`src/hw/rtl/html_entity_escaper_top_macros.svh`:
```
// Assertion macros; clock clk, reset arst_n
`ifndef HTML_ENTITY_ESCAPER_TOP_MACROS_SVH
`define HTML_ENTITY_ESCAPER_TOP_MACROS_SVH

`ifndef SYNTHESIS
`define HEE_ASSERT_SAME(lbl, ante, cons) \
	lbl: assert property (@(posedge clk) disable iff (!arst_n) (ante) |-> (cons)) \
		else $error("hee assertion failed");
`define HEE_ASSERT_NEXT(lbl, ante, cons) \
	lbl: assert property (@(posedge clk) disable iff (!arst_n) (ante) |=> (cons)) \
		else $error("hee assertion failed");
`else
`define HEE_ASSERT_SAME(lbl, ante, cons)
`define HEE_ASSERT_NEXT(lbl, ante, cons)
`endif

`endif

```
`src/hw/rtl/hee_pkg.sv`:
```
package hee_pkg;

	localparam logic [3:0] ENT_NONE  = 4'd0;
	localparam logic [3:0] ENT_QUOT  = 4'd1;
	localparam logic [3:0] ENT_APOS  = 4'd2;
	localparam logic [3:0] ENT_AMP   = 4'd3;
	localparam logic [3:0] ENT_SLASH = 4'd4;
	localparam logic [3:0] ENT_LT    = 4'd5;
	localparam logic [3:0] ENT_EQ    = 4'd6;
	localparam logic [3:0] ENT_GT    = 4'd7;
	localparam logic [3:0] ENT_GRAVE = 4'd8;

	localparam logic [7:0] CH_QUOT  = 8'h22;
	localparam logic [7:0] CH_AMP   = 8'h26;
	localparam logic [7:0] CH_APOS  = 8'h27;
	localparam logic [7:0] CH_SLASH = 8'h2F;
	localparam logic [7:0] CH_LT    = 8'h3C;
	localparam logic [7:0] CH_EQ    = 8'h3D;
	localparam logic [7:0] CH_GT    = 8'h3E;
	localparam logic [7:0] CH_GRAVE = 8'h60;

	typedef struct packed {
		logic [3:0] code;
		logic [7:0] data;
		logic       last;
	} hee_item_t;

	function automatic logic [3:0] ent_classify(input logic [7:0] b);
		logic [3:0] c;
		unique case (b)
			CH_QUOT:  c = ENT_QUOT;
			CH_APOS:  c = ENT_APOS;
			CH_AMP:   c = ENT_AMP;
			CH_SLASH: c = ENT_SLASH;
			CH_LT:    c = ENT_LT;
			CH_EQ:    c = ENT_EQ;
			CH_GT:    c = ENT_GT;
			CH_GRAVE: c = ENT_GRAVE;
			default:  c = ENT_NONE;
		endcase
		return c;
	endfunction

	function automatic logic [2:0] ent_len(input logic [3:0] code);
		logic [2:0] n;
		unique case (code)
			ENT_QUOT, ENT_APOS, ENT_SLASH, ENT_EQ: n = 3'd6;
			ENT_AMP:                               n = 3'd5;
			ENT_LT, ENT_GT:                        n = 3'd4;
			ENT_GRAVE:                             n = 3'd7;
			default:                               n = 3'd1;
		endcase
		return n;
	endfunction

	// entity text left-justified, byte 6 is the first character
	function automatic logic [7:0] ent_char(input logic [3:0] code, input logic [2:0] idx,
			input logic [7:0] data);
		logic [6:0][7:0] s;
		logic [7:0]      ch;
		unique case (code)
			ENT_QUOT:  s = {"&quot;", 8'h00};
			ENT_APOS:  s = {"&#x27;", 8'h00};
			ENT_AMP:   s = {"&amp;", 16'h0000};
			ENT_SLASH: s = {"&#x2F;", 8'h00};
			ENT_LT:    s = {"&lt;", 24'h000000};
			ENT_EQ:    s = {"&#x3D;", 8'h00};
			ENT_GT:    s = {"&gt;", 24'h000000};
			ENT_GRAVE: s = "&grave;";
			default:   s = '0;
		endcase
		if (code == ENT_NONE) begin
			ch = data;
		end else begin
			ch = s[3'(3'd6 - idx)];
		end
		return ch;
	endfunction

endpackage

```
`src/hw/rtl/hee_front.sv`:
```
module hee_front
	import hee_pkg::*;
(
	input  logic            clk,
	input  logic            arst_n,
	input  logic            push,
	output logic            full,
	input  logic [7:0]      text_byte,
	input  logic            text_last,
	input  logic            q_full,
	output logic            q_push,
	output hee_item_t       q_item
);

	logic      valid_s1;
	hee_item_t item_s1;
	logic      in_ready;

	assign in_ready = !valid_s1 || !q_full;
	assign full     = !in_ready;
	assign q_push   = valid_s1 && !q_full;
	assign q_item   = item_s1;

	always_ff @(posedge clk or negedge arst_n) begin
		if (!arst_n) begin
			valid_s1 <= 1'b0;
		end else if (in_ready) begin
			valid_s1 <= push;
		end
	end

	always_ff @(posedge clk) begin
		if (in_ready && push) begin
			item_s1.code <= ent_classify(text_byte);
			item_s1.data <= text_byte;
			item_s1.last <= text_last;
		end
	end

endmodule

```
`src/hw/rtl/hee_queue.sv`:
```
`include "html_entity_escaper_top_macros.svh"

module hee_queue
	import hee_pkg::*;
#(
	parameter int DEPTH = 4
) (
	input  logic      clk,
	input  logic      arst_n,
	input  logic      wr_en,
	input  hee_item_t wr_item,
	output logic      q_full,
	input  logic      rd_en,
	output hee_item_t rd_item,
	output logic      q_empty
);

	localparam int PW = (DEPTH > 1) ? $clog2(DEPTH) : 1;
	localparam int CW = $clog2(DEPTH + 1);

	hee_item_t mem_q [DEPTH];
	logic [PW-1:0] wr_ptr_q;
	logic [PW-1:0] rd_ptr_q;
	logic [CW-1:0] count_q;

	assign q_full  = (count_q == CW'(DEPTH));
	assign q_empty = (count_q == '0);
	assign rd_item = mem_q[rd_ptr_q];

	always_ff @(posedge clk or negedge arst_n) begin
		if (!arst_n) begin
			wr_ptr_q <= '0;
			rd_ptr_q <= '0;
			count_q  <= '0;
		end else begin
			if (wr_en) begin
				wr_ptr_q <= (wr_ptr_q == PW'(DEPTH - 1)) ? '0 : wr_ptr_q + 1'b1;
			end
			if (rd_en) begin
				rd_ptr_q <= (rd_ptr_q == PW'(DEPTH - 1)) ? '0 : rd_ptr_q + 1'b1;
			end
			unique case ({wr_en, rd_en})
				2'b10:   count_q <= count_q + 1'b1;
				2'b01:   count_q <= count_q - 1'b1;
				default: count_q <= count_q;
			endcase
		end
	end

	always_ff @(posedge clk) begin
		if (wr_en) begin
			mem_q[wr_ptr_q] <= wr_item;
		end
	end

	`HEE_ASSERT_SAME(a_count_bound, 1'b1, count_q <= CW'(DEPTH))
	`HEE_ASSERT_SAME(a_no_overflow, wr_en, !q_full)
	`HEE_ASSERT_SAME(a_no_underflow, rd_en, !q_empty)

endmodule

```
`src/hw/rtl/hee_back.sv`:
```
`include "html_entity_escaper_top_macros.svh"

module hee_back
	import hee_pkg::*;
(
	input  logic       clk,
	input  logic       arst_n,
	input  hee_item_t  head,
	input  logic       q_empty,
	output logic       q_pop,
	output logic       empty,
	input  logic       pop,
	output logic [7:0] escaped_byte,
	output logic       run_last,
	output logic       text_end
);

	logic [2:0] idx_q;
	logic       out_valid_q;
	logic [7:0] byte_q;
	logic       run_last_q;
	logic       text_end_q;
	logic       load;
	logic       take;
	logic       fin;

	assign load  = !out_valid_q || pop;
	assign take  = load && !q_empty;
	assign fin   = (idx_q == 3'(ent_len(head.code) - 3'd1));
	assign q_pop = take && fin;

	assign empty        = !out_valid_q;
	assign escaped_byte = byte_q;
	assign run_last     = run_last_q;
	assign text_end     = text_end_q;

	always_ff @(posedge clk or negedge arst_n) begin
		if (!arst_n) begin
			idx_q       <= '0;
			out_valid_q <= 1'b0;
		end else begin
			if (load) begin
				out_valid_q <= !q_empty;
			end
			if (take) begin
				idx_q <= fin ? '0 : idx_q + 1'b1;
			end
		end
	end

	always_ff @(posedge clk) begin
		if (take) begin
			byte_q     <= ent_char(head.code, idx_q, head.data);
			run_last_q <= fin;
			text_end_q <= fin && head.last;
		end
	end

	`HEE_ASSERT_SAME(a_idx_bound, !q_empty, idx_q < ent_len(head.code))
	`HEE_ASSERT_SAME(a_mid_run_has_item, idx_q != 3'd0, !q_empty)
	`HEE_ASSERT_SAME(a_end_on_run_last, out_valid_q && text_end_q, run_last_q)

endmodule

```
`src/hw/rtl/html_entity_escaper_top.sv`:
```
// Channel | Handshake        | Payload
// input   | push / full      | text_byte[7:0], text_last
// result  | empty / pop      | escaped_byte[7:0], run_last, text_end
//
// A plain byte yields one output byte; an escaped byte yields 4 to 7, one per
// entity character, which the back end emits one a cycle while pop is high.
// An input passes the front stage, the queue and the output register in order.
// Reset clears the front stage, the queue pointers and the output register.
// With pop low the output holds; full rises once the queue and front stage fill.
module html_entity_escaper_top
	import hee_pkg::*;
#(
	parameter int QUEUE_DEPTH = 4
) (
	input  logic       clk,
	input  logic       arst_n,
	input  logic       push,
	output logic       full,
	input  logic [7:0] text_byte,
	input  logic       text_last,
	output logic       empty,
	input  logic       pop,
	output logic [7:0] escaped_byte,
	output logic       run_last,
	output logic       text_end
);

	logic      q_full;
	logic      q_push;
	hee_item_t q_item;
	logic      q_pop;
	hee_item_t q_head;
	logic      q_empty;

	hee_front u_front (
		.clk       (clk),
		.arst_n    (arst_n),
		.push      (push),
		.full      (full),
		.text_byte (text_byte),
		.text_last (text_last),
		.q_full    (q_full),
		.q_push    (q_push),
		.q_item    (q_item)
	);

	hee_queue #(
		.DEPTH (QUEUE_DEPTH)
	) u_queue (
		.clk     (clk),
		.arst_n  (arst_n),
		.wr_en   (q_push),
		.wr_item (q_item),
		.q_full  (q_full),
		.rd_en   (q_pop),
		.rd_item (q_head),
		.q_empty (q_empty)
	);

	hee_back u_back (
		.clk          (clk),
		.arst_n       (arst_n),
		.head         (q_head),
		.q_empty      (q_empty),
		.q_pop        (q_pop),
		.empty        (empty),
		.pop          (pop),
		.escaped_byte (escaped_byte),
		.run_last     (run_last),
		.text_end     (text_end)
	);

endmodule

```
`config.mk`:
```
export PLATFORM = sky130hd
export DESIGN_NAME = html_entity_escaper_top
export DESIGN_NICKNAME = d
export VERILOG_FILES = /design/src/hw/rtl/hee_pkg.sv /design/src/hw/rtl/hee_front.sv /design/src/hw/rtl/hee_queue.sv /design/src/hw/rtl/hee_back.sv /design/src/hw/rtl/html_entity_escaper_top.sv
export VERILOG_INCLUDE_DIRS = /design/src /design/src/hw/rtl
export SDC_FILE = /design/constraint.sdc
export NUM_CORES = 1
export LEC_CHECK = 0
export BUFFER_PORTS_ARGS = -buffer_cell sky130_fd_sc_hd__buf_2
export CAP_MARGIN = 5
export CELL_PAD_IN_SITES_DETAIL_PLACEMENT = 0
export CELL_PAD_IN_SITES_GLOBAL_PLACEMENT = 1
export CORE_ASPECT_RATIO = 0.7
export CORE_UTILIZATION = 45
export DETAILED_ROUTE_END_ITERATION = 8
export PLACE_DENSITY = 0.82
export SLEW_MARGIN = 20
export SYNTH_ARGS = -nofsm -noshare
export SYNTH_HDL_FRONTEND = slang
export SYNTH_SLANG_ARGS = --single-unit
```
`constraint.sdc`:
```
create_clock -name clk -period 10.41 [get_ports clk]
set_clock_uncertainty 0.15 [all_clocks]
set_input_delay 2.6025 -clock clk [delete_from_list [all_inputs] [get_ports clk]]
set_output_delay 2.6025 -clock clk [all_outputs]
set_load 0.02 [all_outputs]
```
### Word level (Yosys, flattened, before mapping)

Memories as Yosys holds them, arrays and structs flattened.
Index checks and enable logic that the tools add are counted.

| storage, ports and cells | value |
|---|---|
| register bits | 35 |
| bits in latches | 0 |
| RAM bits | 52 |
| bits in read-only memories | 736 |
| bits of input ports | 13 |
| output and inout port bits | 12 |
| logic and storage cells | 63 |
| memories kept | 3 |

| operators by class | value |
|---|---|
| add/subtract/negate cells | 7 |
| $mul | 0 |
| divide/modulo/power cells | 0 |
| $lt $le $gt $ge | 1 |
| equality and inequality tests | 14 |
| shift operators | 0 |
| mux-type cells | 11 |
| bitwise operators | 0 |
| reductions and logical operators | 15 |

Memories:

| memory | words | bits a word | read ports | clocked after memory_dff | write ports | RTL line | RTL |
|---|---|---|---|---|---|---|---|
| (name not given) | 16 | 43 | 1 | 0 | 0 | hee_pkg.sv:61 | `unique case (code)` |
| u_queue.mem_q | 4 | 13 | 1 | 0 | 1 | hee_queue.sv:21 | `hee_item_t mem_q [DEPTH];` |
| (name not given) | 16 | 3 | 1 | 0 | 0 | hee_pkg.sv:46 | `unique case (code)` |

Operator list:

| operator | count |
|---|---|
| == test 8 x 6 -> 1 bit, second input constant | 7 |
| two-way mux 56 bit | 1 |
| case mux 4 bit (8 select lines) | 1 |
| binary-select mux 8 bit (select 3 bit) | 1 |
| two-way mux 8 bit | 2 |
| == test 8 x 7 -> 1 bit, second input constant | 1 |
| adder 3 x 1 -> 3 bit, second input constant | 2 |
| == test 2 bit, second input constant | 3 |
| case mux 3 bit (2 select lines) | 1 |
| subtractor 3 x 1 -> 3 bit, second input constant | 2 |
| logical AND 1 bit | 5 |
| zero test 1 bit | 5 |
| adder 2 x 1 -> 2 bit, second input constant | 2 |
| zero test 4 bit | 1 |
| < comparator 3 x 4 -> 1 bit, second input constant | 1 |
| two-way mux 2 bit | 2 |
| == test 3 bit | 1 |
| == test 3 bit, second input constant | 1 |
| zero test 3 bit | 1 |
| two-way mux 3 bit | 1 |
| subtractor 3 bit, first input constant | 1 |
| == test 2 x 1 -> 1 bit, second input constant | 1 |
| logical OR 1 bit | 2 |
| two-way mux 1 bit | 2 |
| nonzero test 2 bit | 1 |

### Logic depth before layout (Yosys ltp)

Gate-level depths: netlist (run 1).

| depth | value |
|---|---|
| word-level depth | 7 |
| mapped depth | 18 |
| mapped depth without buffers | 17 |

### Hierarchy

Synthesis (run 1) repeated with hierarchy kept, for this count alone.

| second synthesis, totals | value |
|---|---|
| cells, all modules | 294 |
| area, all modules | 4,266.6 um^2 |

Modules (own cells, without submodules):

| module | instances | cells an instance | area each (um^2) | sequential area each (um^2) |
|---|---|---|---|---|
| hee_queue | 1 | 106 | 2,324.7 | 1,736.7 |
| hee_back | 1 | 155 | 1,405.1 | 400.4 |
| hee_front | 1 | 33 | 536.8 | 415.4 |

### Worst setup path before layout (run 1)

Ideal clock, no wire load.

| timing | value |
|---|---|
| path kind | input -> register |
| start | input port pop |
| end | register u_queue.count_q[2] |
| library setup time | 79 ps |
| data arrival time | 4,047 ps |
| data required time | 10,181 ps |
| slack | 6,134 ps |
| cell stages on the path | 9 |
| buffers on the path | 0 |
| cells stage by stage | inv_1 > a21o_1 > nor3_4 > ha_1 > inv_1 > fa_1 > xor2_1 > nor2_1 > xor2_1 |

| between the ends | value |
|---|---|
| longest elaborated chain between the ends | 5 |
| elaborated cells on any way between the ends | 7 |
| classes of those cells | eq/ne: 2; mux: 1; reduce/logical: 4 |

RTL lines:

| item | RTL line | RTL |
|---|---|---|
| start: declaration | html_entity_escaper_top.sv:22 | `input logic pop,` |
| logical OR 1 bit * | hee_back.sv:27 | `assign load = !out_valid_q \|\| pop;` |
| logical AND 1 bit * | hee_back.sv:28 | `assign take = load && !q_empty;` |
| logical AND 1 bit * | hee_back.sv:30 | `assign q_pop = take && fin;` |
| named net q_pop | html_entity_escaper_top.sv:31 | `logic q_pop;` |
| == test 2 x 1 -> 1 bit / == test 2 bit (equally long branches) | hee_queue.sv:42 | `unique case ({wr_en, rd_en})` |
| case mux 3 bit (2 select lines) / nonzero test 2 bit (equally long branches) | -- |  |
| end signal: assignment | hee_queue.sv:43 | `2'b10: count_q <= count_q + 1'b1;` |
| end signal: assignment | hee_queue.sv:44 | `2'b01: count_q <= count_q - 1'b1;` |
| end signal: assignment | hee_queue.sv:45 | `default: count_q <= count_q;` |
| end: declaration | hee_queue.sv:24 | `logic [CW-1:0] count_q;` |

The timed path passes the listed nets; every way through them passes the cells marked *.
A chain may end at the register's enable or synchronous reset.

### Worst setup path in the final report (run 1)

| timing | value |
|---|---|
| start | register u_queue.rd_ptr_q[1] |
| end | register u_queue.count_q[2] |

| between the ends | value |
|---|---|
| longest elaborated chain between the ends | 7 |
| elaborated cells on any way between the ends | 9 |
| classes of those cells | add/sub: 1; eq/ne: 3; mux: 1; reduce/logical: 2; memory: 2 |

RTL lines:

| item | RTL line | RTL |
|---|---|---|
| start: declaration | hee_queue.sv:23 | `logic [PW-1:0] rd_ptr_q;` |
| start signal: assignment | hee_queue.sv:40 | `rd_ptr_q <= (rd_ptr_q == PW'(DEPTH - 1)) ? '0 : rd_ptr_q + 1'b1;` |
| memory (4 x 13 bit) * | -- |  |
| memory (16 x 3 bit) * | -- |  |
| subtractor 3 x 1 -> 3 bit * | hee_back.sv:29 | `assign fin = (idx_q == 3'(ent_len(head.code) - 3'd1));` |
| == test 3 bit * | hee_back.sv:29 |  |
| logical AND 1 bit * | hee_back.sv:30 |  |
| named net q_pop | html_entity_escaper_top.sv:31 |  |
| == test 2 x 1 -> 1 bit / == test 2 bit (equally long branches) | hee_queue.sv:42 |  |
| case mux 3 bit (2 select lines) / nonzero test 2 bit (equally long branches) | -- |  |

Marked as above.

==> summary.txt, run 1 <==
Critical path
  • FF-to-FF Start: u_queue.rd_ptr_q[1]
  • Setup Crit Path Kind: flip-flop to flip-flop
  • WP data required: 10.53 ns
  • Worst r2r path cells: 17
  • Cell mode on critical path: ha_1
  • WP data arrival: a little under 5 ns
  • Maximum net fanout on the critical path: 19
  • RR Endpoint: u_queue.count_q[2]
  • CP Launch Type: flip-flop
  • CP max-delay cell: dfrtp_1
  • Crit path cell chain: mux4_2, inv_1, ha_1, nor2b_1, a2bb2oi_1, nor2_1, a21oi_1, ha_1, xnor2_1, xnor2_2, nor3_4, ha_1, inv_1, fa_1, xor2_1, nor2_1, xor2_1
  • Crit end category: flip-flop
  • Slowest Stage Delay on Critical Path: 0.88 ns
  • R2r setup slk: 5.62 ns

Min path
  • Hold path start: u_front.q_item[2]
  • Hold path cells: 0
  • Worst Hold Class: flip-flop to flip-flop
  • Hold path endpoint: u_queue.mem_q[3][2]

Yosys
  • Sequential share of the synthesized area: 61.2%
  • Post-synth EDFFs: 75
  • Cells after Synth: 303
  • Cell variety after synth: 53
  • Ys async rst share: 13.8%
  • Cell Area, Synth: around 4200 um^2
  • Mapped Nets: 330
  • Synth warn: 0
  • Register bit total from synthesis: 87
  • Syn_area_per_cell: 13.8 um^2
  • Synth Flop Type: edfxtp_1

Route
  • Final wirelength: 8.11 mm
  • DRT antenna net count: 0
  • 1st-iter DRT viols: slightly below 300
  • DRC Markers: 0
  • Via count: about 2600
  • First-pass DRT Iterations: 5
  • DR WL/cell: 18.1 um
  • Vias per inst: 5.70

Global routing
  • GRT Util Overall: 19.0%
  • Largest net degree at the start of global routing: 20
  • Vias in the first global route: between 2000 and 2500
  • Initial antenna violation count: 0
  • GRT overflow: 0
  • Global-route wire length before repair: 12.9 mm

STA
  • Fin. Hold Viols: 0
  • Setup violators final: 0
  • Min Tclk post-route: between 4 and 5 ns
  • Max Slew Vio Count: 0
  • Worst slew margin: 44.7%
  • Setup TNS: 0 ns
  • Unrepaired setup endpoints after global routing: false
  • Fin crit share: a little under half
  • Highest Clock Rate: 209 MHz
  • Slew @ Worst Pin: 0.829 ns

Clock tree
  • Clk Latency, worst-skew pair: 0.35 ns
  • Post-CTS Resized: 0
  • CTS tree: built
  • CTS root buf: clkbuf_16
  • Num Clock Sinks: 87
  • Hold buffers post-CTS: 0
  • CTS Buf Count: 9
  • Clock Tree Buf Depth: 2
  • Setup Fix Bufs, Post-CTS: 0
  • CTS HTree Levels: 3
  • Clock transition at path regs: approximately 0.06 ns

Power
  • Cell Pwr Density: ~350 nW/um^2
  • Leakage: 1.72 nW
  • Peak VDD IR: 0.166 mV

Cells and area
  • Diodes inserted: 0
  • Commonest cells after routing, fill and taps aside: edfxtp_1, nand2_1, buf_2
  • Synth-to-Final Area Change: 11.7%
  • Nets@finish: 351
  • Share of cells above drive strength 1: 20.4%
  • Fin area: around 4700 um^2
  • Commonest non-fill, non-tap cell in the layout: edfxtp_1

Floorplan
  • Num rows: 28
  • Starting utilization of the core area: 47.8%
  • Chip width: 117 um
  • Boundary Pins: 25
  • Die H: 82.6 um
  • Die area: 9670 um^2
  • Core area: between 8000 and 9000 um^2

Placed design
  • Placement Cell Area: 4370 um^2
  • Dpl hpwl: 5.44 mm
  • I/O Buffers: 24
  • Placer Congestion: roughly 0.9

Job
  • Max_cap viols: 0

Status
  • Outcome: finished clean
==> cell usage after synthesis (2+ instances only) <==
cell type / instances / area, um^2
xnor2_1: 7 / 61.3
and2_1: 4 / 25.0
o221ai_1: 2 / 17.5
nor2_1: 15 / 56.3
dfrtp_1: 12 / 300
ha_1: 13 / 163
buf_2: 2 / 10.0
nor3_1: 4 / 20.0
a221o_1: 2 / 20.0
and3_1: 7 / 43.8
xor2_1: 4 / 35.0
nand2_1: 32 / 120
a21oi_1: 10 / 50.1
a211oi_1: 3 / 22.5
inv_1: 14 / 52.6
mux2_2: 5 / 56.3
o2111ai_1: 2 / 17.5
clkbuf_1: 8 / 30.0
nor2b_1: 3 / 18.8
o211ai_1: 3 / 22.5
o21ai_0: 17 / 85.1
o22ai_1: 2 / 12.5
mux4_2: 13 / 293
edfxtp_1: 75 / 2250
buf_6: 3 / 33.8
mux2i_1: 5 / 50.1
nand2b_1: 4 / 25.0
or3_1: 2 / 12.5
a22oi_1: 2 / 15.0
nand3_1: 5 / 25.0
==> worst max-delay path by stage <==
stage,endpoint,slack (ns),from
CTS,u_queue.count_q[2],5.27,u_queue.rd_ptr_q[0]
finish,u_queue.count_q[2],5.62,u_queue.rd_ptr_q[1]
floorplan,u_queue.count_q[2],6.13,pop
detailed placement,u_queue.count_q[2],5.30,u_queue.rd_ptr_q[0]
global placement,u_queue.count_q[2],5.49,u_queue.rd_ptr_q[0]
global route,u_queue.count_q[2],5.20,u_queue.rd_ptr_q[0]
==> cell type report <==
cell class / instances / area, um^2
well taps: 120 / 150
multi-input cells: 188 / 1490
clock inverters: 5 / 60.1
fillers: 722 / 4060
flip-flops and latches: 87 / 2550
clock buffers: 11 / 233
inverters: 14 / 52.6
repair buffers: 24 / 120
==> metrics by stage <==
stage	worst slack (ns)	std cells	hold slack (ns)	util, %	power (mW)
after global routing	5.20	449	0.370	53.4	1.71
final	5.62	449	0.345	53.4	1.61
after global placement	5.49	433	0.321	50.0	1.29
after floorplan	6.13	303	0.309	-	1.13
after CTS	5.27	449	0.352	53.4	1.61
after detailed placement	5.30	433	0.339	50.0	1.29
==> cells by family (layout without fill, tap and decap cells) <==
group           after synthesis  count (layout)  synth area share, %
simple gates                 83              83                 9.75
flops                        87              87                 61.2
mux                          23              23                 9.57
xor+xnor                     12              12                 2.70
compound gates               56              56                 9.33
fa+ha+maj                    14              14                 4.38
buf+inv                      28              54                 3.12
==> routing by layer <==
metal	track usage, %	wire [um]
met1	26.4	3890
met2	27.8	3550
met3	6.79	546
met4	6.46	122
met5	0	0
==> where the power goes <==
group	leakage, nW	switching, mW	internal (mW)
combinational	0.726	0.428	0.281
sequential	0.849	0.0795	0.504
clock	0.140	0.132	0.187
==> worst max-delay path, delay by kind of cell (launching register included) <==
family	cells	cell delay [ns]
AO/OA/AOI/OAI	2	0.58
XOR/XNOR	4	0.62
adder cells (fa/ha/maj)	4	1.07
buffers and inverters	2	0.20
flip-flops	1	0.88
multiplexers	1	0.48
AND/OR/NAND/NOR	4	0.71
==> flip-flops by register name, indices dropped and copies added, names as in the netlist, 2 cells and up <==
| name | flops |
|---|---|
| u_queue.mem_q | 52 |
| u_front.q_item | 13 |
| u_back.escaped_byte | 8 |
| u_back.idx_q | 3 |
| u_queue.count_q | 3 |
| u_queue.rd_ptr_q | 2 |
| u_queue.wr_ptr_q | 2 |
No activity file was read; power rests on OpenSTA's default activity.
==> run 2: changes to the inputs <==
--- a/config.mk
+++ b/config.mk
@@ -13,7 +13,7 @@
 export CORE_ASPECT_RATIO = 0.7
 export CORE_UTILIZATION = 45
 export DETAILED_ROUTE_END_ITERATION = 8
-export PLACE_DENSITY = 0.82
+export PLACE_DENSITY = 0.85
 export SLEW_MARGIN = 20
 export SYNTH_ARGS = -nofsm -noshare
 export SYNTH_HDL_FRONTEND = slang
==> constraint.sdc (replaced) <==
create_clock -name clk -period 4 [get_ports clk]
set_clock_uncertainty 0.15 [all_clocks]
set_input_delay 1 -clock clk [delete_from_list [all_inputs] [get_ports clk]]
set_output_delay 1 -clock clk [all_outputs]
set_load 0.02 [all_outputs]
==> run 2 against run 1 <==
Compared with the run above:
- worst setup slack worse by 5.4 ns
- critical endpoint unchanged
- global-route usage grew 0.17 points
- clock power grew 140%
- critical path type unchanged
- register-to-register slack got worse by 5.4 ns
- count of clock-buffer cells in the layout did not move
- cell count grew 3.1%
- die area stayed put
- fmax grew 26%
- non-clock buffer count grew 14
- combinational power rose to 3.0 times the previous value
- utilization up 1.4 points
- flip-flop and latch count did not move
==> summary.txt, run 2 (synthesis gave the netlist of run 1 again) <==
Clock tree
  • Num Clock Sinks: 87 (unchanged)
  • CTS tree: built
  • Clk Latency, worst-skew pair: 0.33 ns (-0.02 ns)
  • Clock transition at path regs: 0.06 ns (about the same)
  • CTS HTree Levels: 3 (unchanged)
  • Clock Tree Buf Depth: 2 (unchanged)
  • Hold buffers post-CTS: 0 (unchanged)
  • CTS root buf: clkbuf_16
  • CTS Buf Count: 9 (unchanged)

STA
  • Fin crit share: 94.8% (+49 points)
  • Setup violators final: 0 (unchanged)
  • Worst slew margin: 52.7% (+8.0 points)
  • Fin. Hold Viols: 0 (unchanged)
  • Max Slew Vio Count: 0 (unchanged)
  • Highest Clock Rate: 264 MHz (+26%)
  • Min Tclk post-route: 3.79 ns (-0.995 ns)
  • Slew @ Worst Pin: 0.710 ns (-0.120 ns)

Floorplan
  • Num rows: 28 (unchanged)
  • Die area: 9670 um^2 (unchanged)
  • Starting utilization of the core area: 47.8% (unchanged)
  • Die H: 82.6 um (unchanged)
  • Boundary Pins: 25 (unchanged)
  • Core area: 8720 um^2 (unchanged)
  • Chip width: 117 um (unchanged)

Cells and area
  • Synth-to-Final Area Change: 14.8%
  • Max reg flops: 52 (unchanged)
  • Multi-input logic area: 1530 um^2 (+2.3%)
  • Cell Count, Final, Fillers Out: 463 (+3.1%)
  • Nets@finish: 365 (+4.0%)
  • Commonest non-fill, non-tap cell in the layout: edfxtp_1
  • Share of cells above drive strength 1: 25.7% (+5.3 points)
  • Sequential Area: 2550 um^2 (about the same)
  • FILL cells: 696 (-3.6%)
  • Diodes inserted: 0 (unchanged)
  • Biggest register: u_queue.mem_q
  • Commonest cells after routing, fill and taps aside: edfxtp_1, nand2_1, buf_2

Placed design
  • Placer Congestion: 0.894 (-2.9%)
  • Dpl hpwl: 5.90 mm (+8.4%)
  • Placed instance count: 444 (+2.5%)
  • I/O Buffers: 24 (unchanged)

Critical path
  • Slowest Stage Delay on Critical Path: 0.57 ns (-0.31 ns)
  • WP data required: 4.10 ns (-6.43 ns)
  • CP max-delay cell: mux4_2
  • WP data arrival: 3.89 ns (-1.01 ns)
  • Setup Crit Path Kind: flip-flop to flip-flop
  • Crit end category: flip-flop
  • Crit path cell chain: mux4_2, inv_4, ha_1, o21ba_4, a21oi_1, ha_1, xor2_1, nand2_2, nor3_4, ha_2, inv_1, fa_1, xor2_1, nor2_1, xor2_1
  • CP Launch Type: flip-flop
  • Cell mode on critical path: xor2_1
  • Maximum net fanout on the critical path: 7 (-12)

Route
  • Final wirelength: 8.31 mm (+2.5%)
  • DRC Markers: 0 (unchanged)
  • DRT antenna net count: 0 (unchanged)
  • First-pass DRT Iterations: 4 (-1)
  • Via count: 2574 (+0.63%)
  • Vias per inst: 5.56 (-2.4%)
  • 1st-iter DRT viols: 306 (+5.5%)
  • DR WL/cell: 18.0 um (-0.62%)

Power
  • Internal Power: 2.61 mW (+170%)
  • Combinational share of power: 48.7% (+4.7 points)
  • Cell Pwr Density: 908 nW/um^2 (+160%)
  • Net Sw Frac: 39.9% (+0.20 points)
  • Peak VDD IR: 0.365 mV (+120%)
  • Sw Pwr: 1.73 mW (+170%)
  • Sequential cell fraction of total power: 33.5% (-2.7 points)
  • Clock power frac: 17.8% (-2.0 points)
  • Leakage: 1.78 nW (+3.9%)
  • Power Total: 4.35 mW (+170%)

Job
  • Max_cap viols: 0 (unchanged)

Global routing
  • Global-route wire length before repair: 13.2 mm (+2.4%)
  • Largest net degree at the start of global routing: 18 (-10%)
  • GRT overflow: 0 (unchanged)
  • Initial antenna violation count: 0 (unchanged)
  • GRT Util Overall: 19.2% (+0.17 points)
  • Vias in the first global route: 2536 (+5.8%)

Min path
  • Worst Hold Class: flip-flop to flip-flop

Status
  • Outcome: finished clean
[run 2: area by class of cell]
type	count	area share, %
tap	120	3.14
multi-input combinational	188	31.9
clock buffer	11	4.86
clock inverter	5	0.862
sequential	87	53.3
inverter	14	1.15
timing repair buffer	38	4.78
[run 2: routing by layer]
metal	GRT usage, %	part of all wire [%]	up-vias	wire, um
met5	0	0	-	0
met4	6.71	1.0	0	84
met3	5.18	6.1	8	510
met2	29.9	47	87	3910
met1	26.1	46	1265	3810
li1	-	-	1214	-
[run 2: repair_timing]
item / in CTS / in global routing
buffers inserted: 0 / 3
endpoints found under the setup margin: 0 / 2
gates resized for setup: 0 / 12
[run 2: critical path, delay by kind of cell, from the launching register on]
kind            cells  cell delay (ns)
compound gates      2             0.40
flops               1             0.43
fa+ha+maj           4             1.08
simple gates        3             0.46
xor+xnor            3             0.48
buf+inv             2             0.15
mux                 1             0.57
[run 2: path summary, 6_finish.rpt]
path                            slack (ns)  cells past startpoint                start                   to
worst max-delay path                  0.21                     15  u_queue.rd_ptr_q[0]   u_queue.count_q[2]
worst min-delay path                  0.35                      0    u_front.q_item[8]  u_queue.mem_q[2][8]
worst max register to register        0.21                     15  u_queue.rd_ptr_q[0]   u_queue.count_q[2]
worst min register to register        0.35                      0    u_front.q_item[8]  u_queue.mem_q[2][8]
max in group asynchronous             3.04                      1               arst_n   u_back.out_valid_q
min in group asynchronous             0.40                      1               arst_n     u_front.valid_s1
[run 2: stage by stage]
stage                     util, %  instance area (um^2)   TNS (ns)  hold slack [ns]  setup slack (ns)
after floorplan                 -                  4180          0            0.309            0.0289
after global placement       51.0                  4450          0            0.322             0.255
after detailed placement     51.0                  4450          0            0.338            0.0700
after CTS                    54.2                  4720          0            0.352            0.0519
after global routing         54.9                  4790  -0.000320            0.379         -0.000320
final                        54.9                  4790          0            0.350             0.209
[run 2: power groups by stage]
stage / clock, mW / sequential (mW) / combinational [mW]
2_1_floorplan: 0 / 1.47 / 1.49
3_3_place_gp: 0 / 1.46 / 1.99
3_5_place_dp: 0 / 1.47 / 2.00
4_1_cts: 0.780 / 1.46 / 2.00
5_1_grt: 0.818 / 1.48 / 2.30
6_report: 0.772 / 1.46 / 2.12
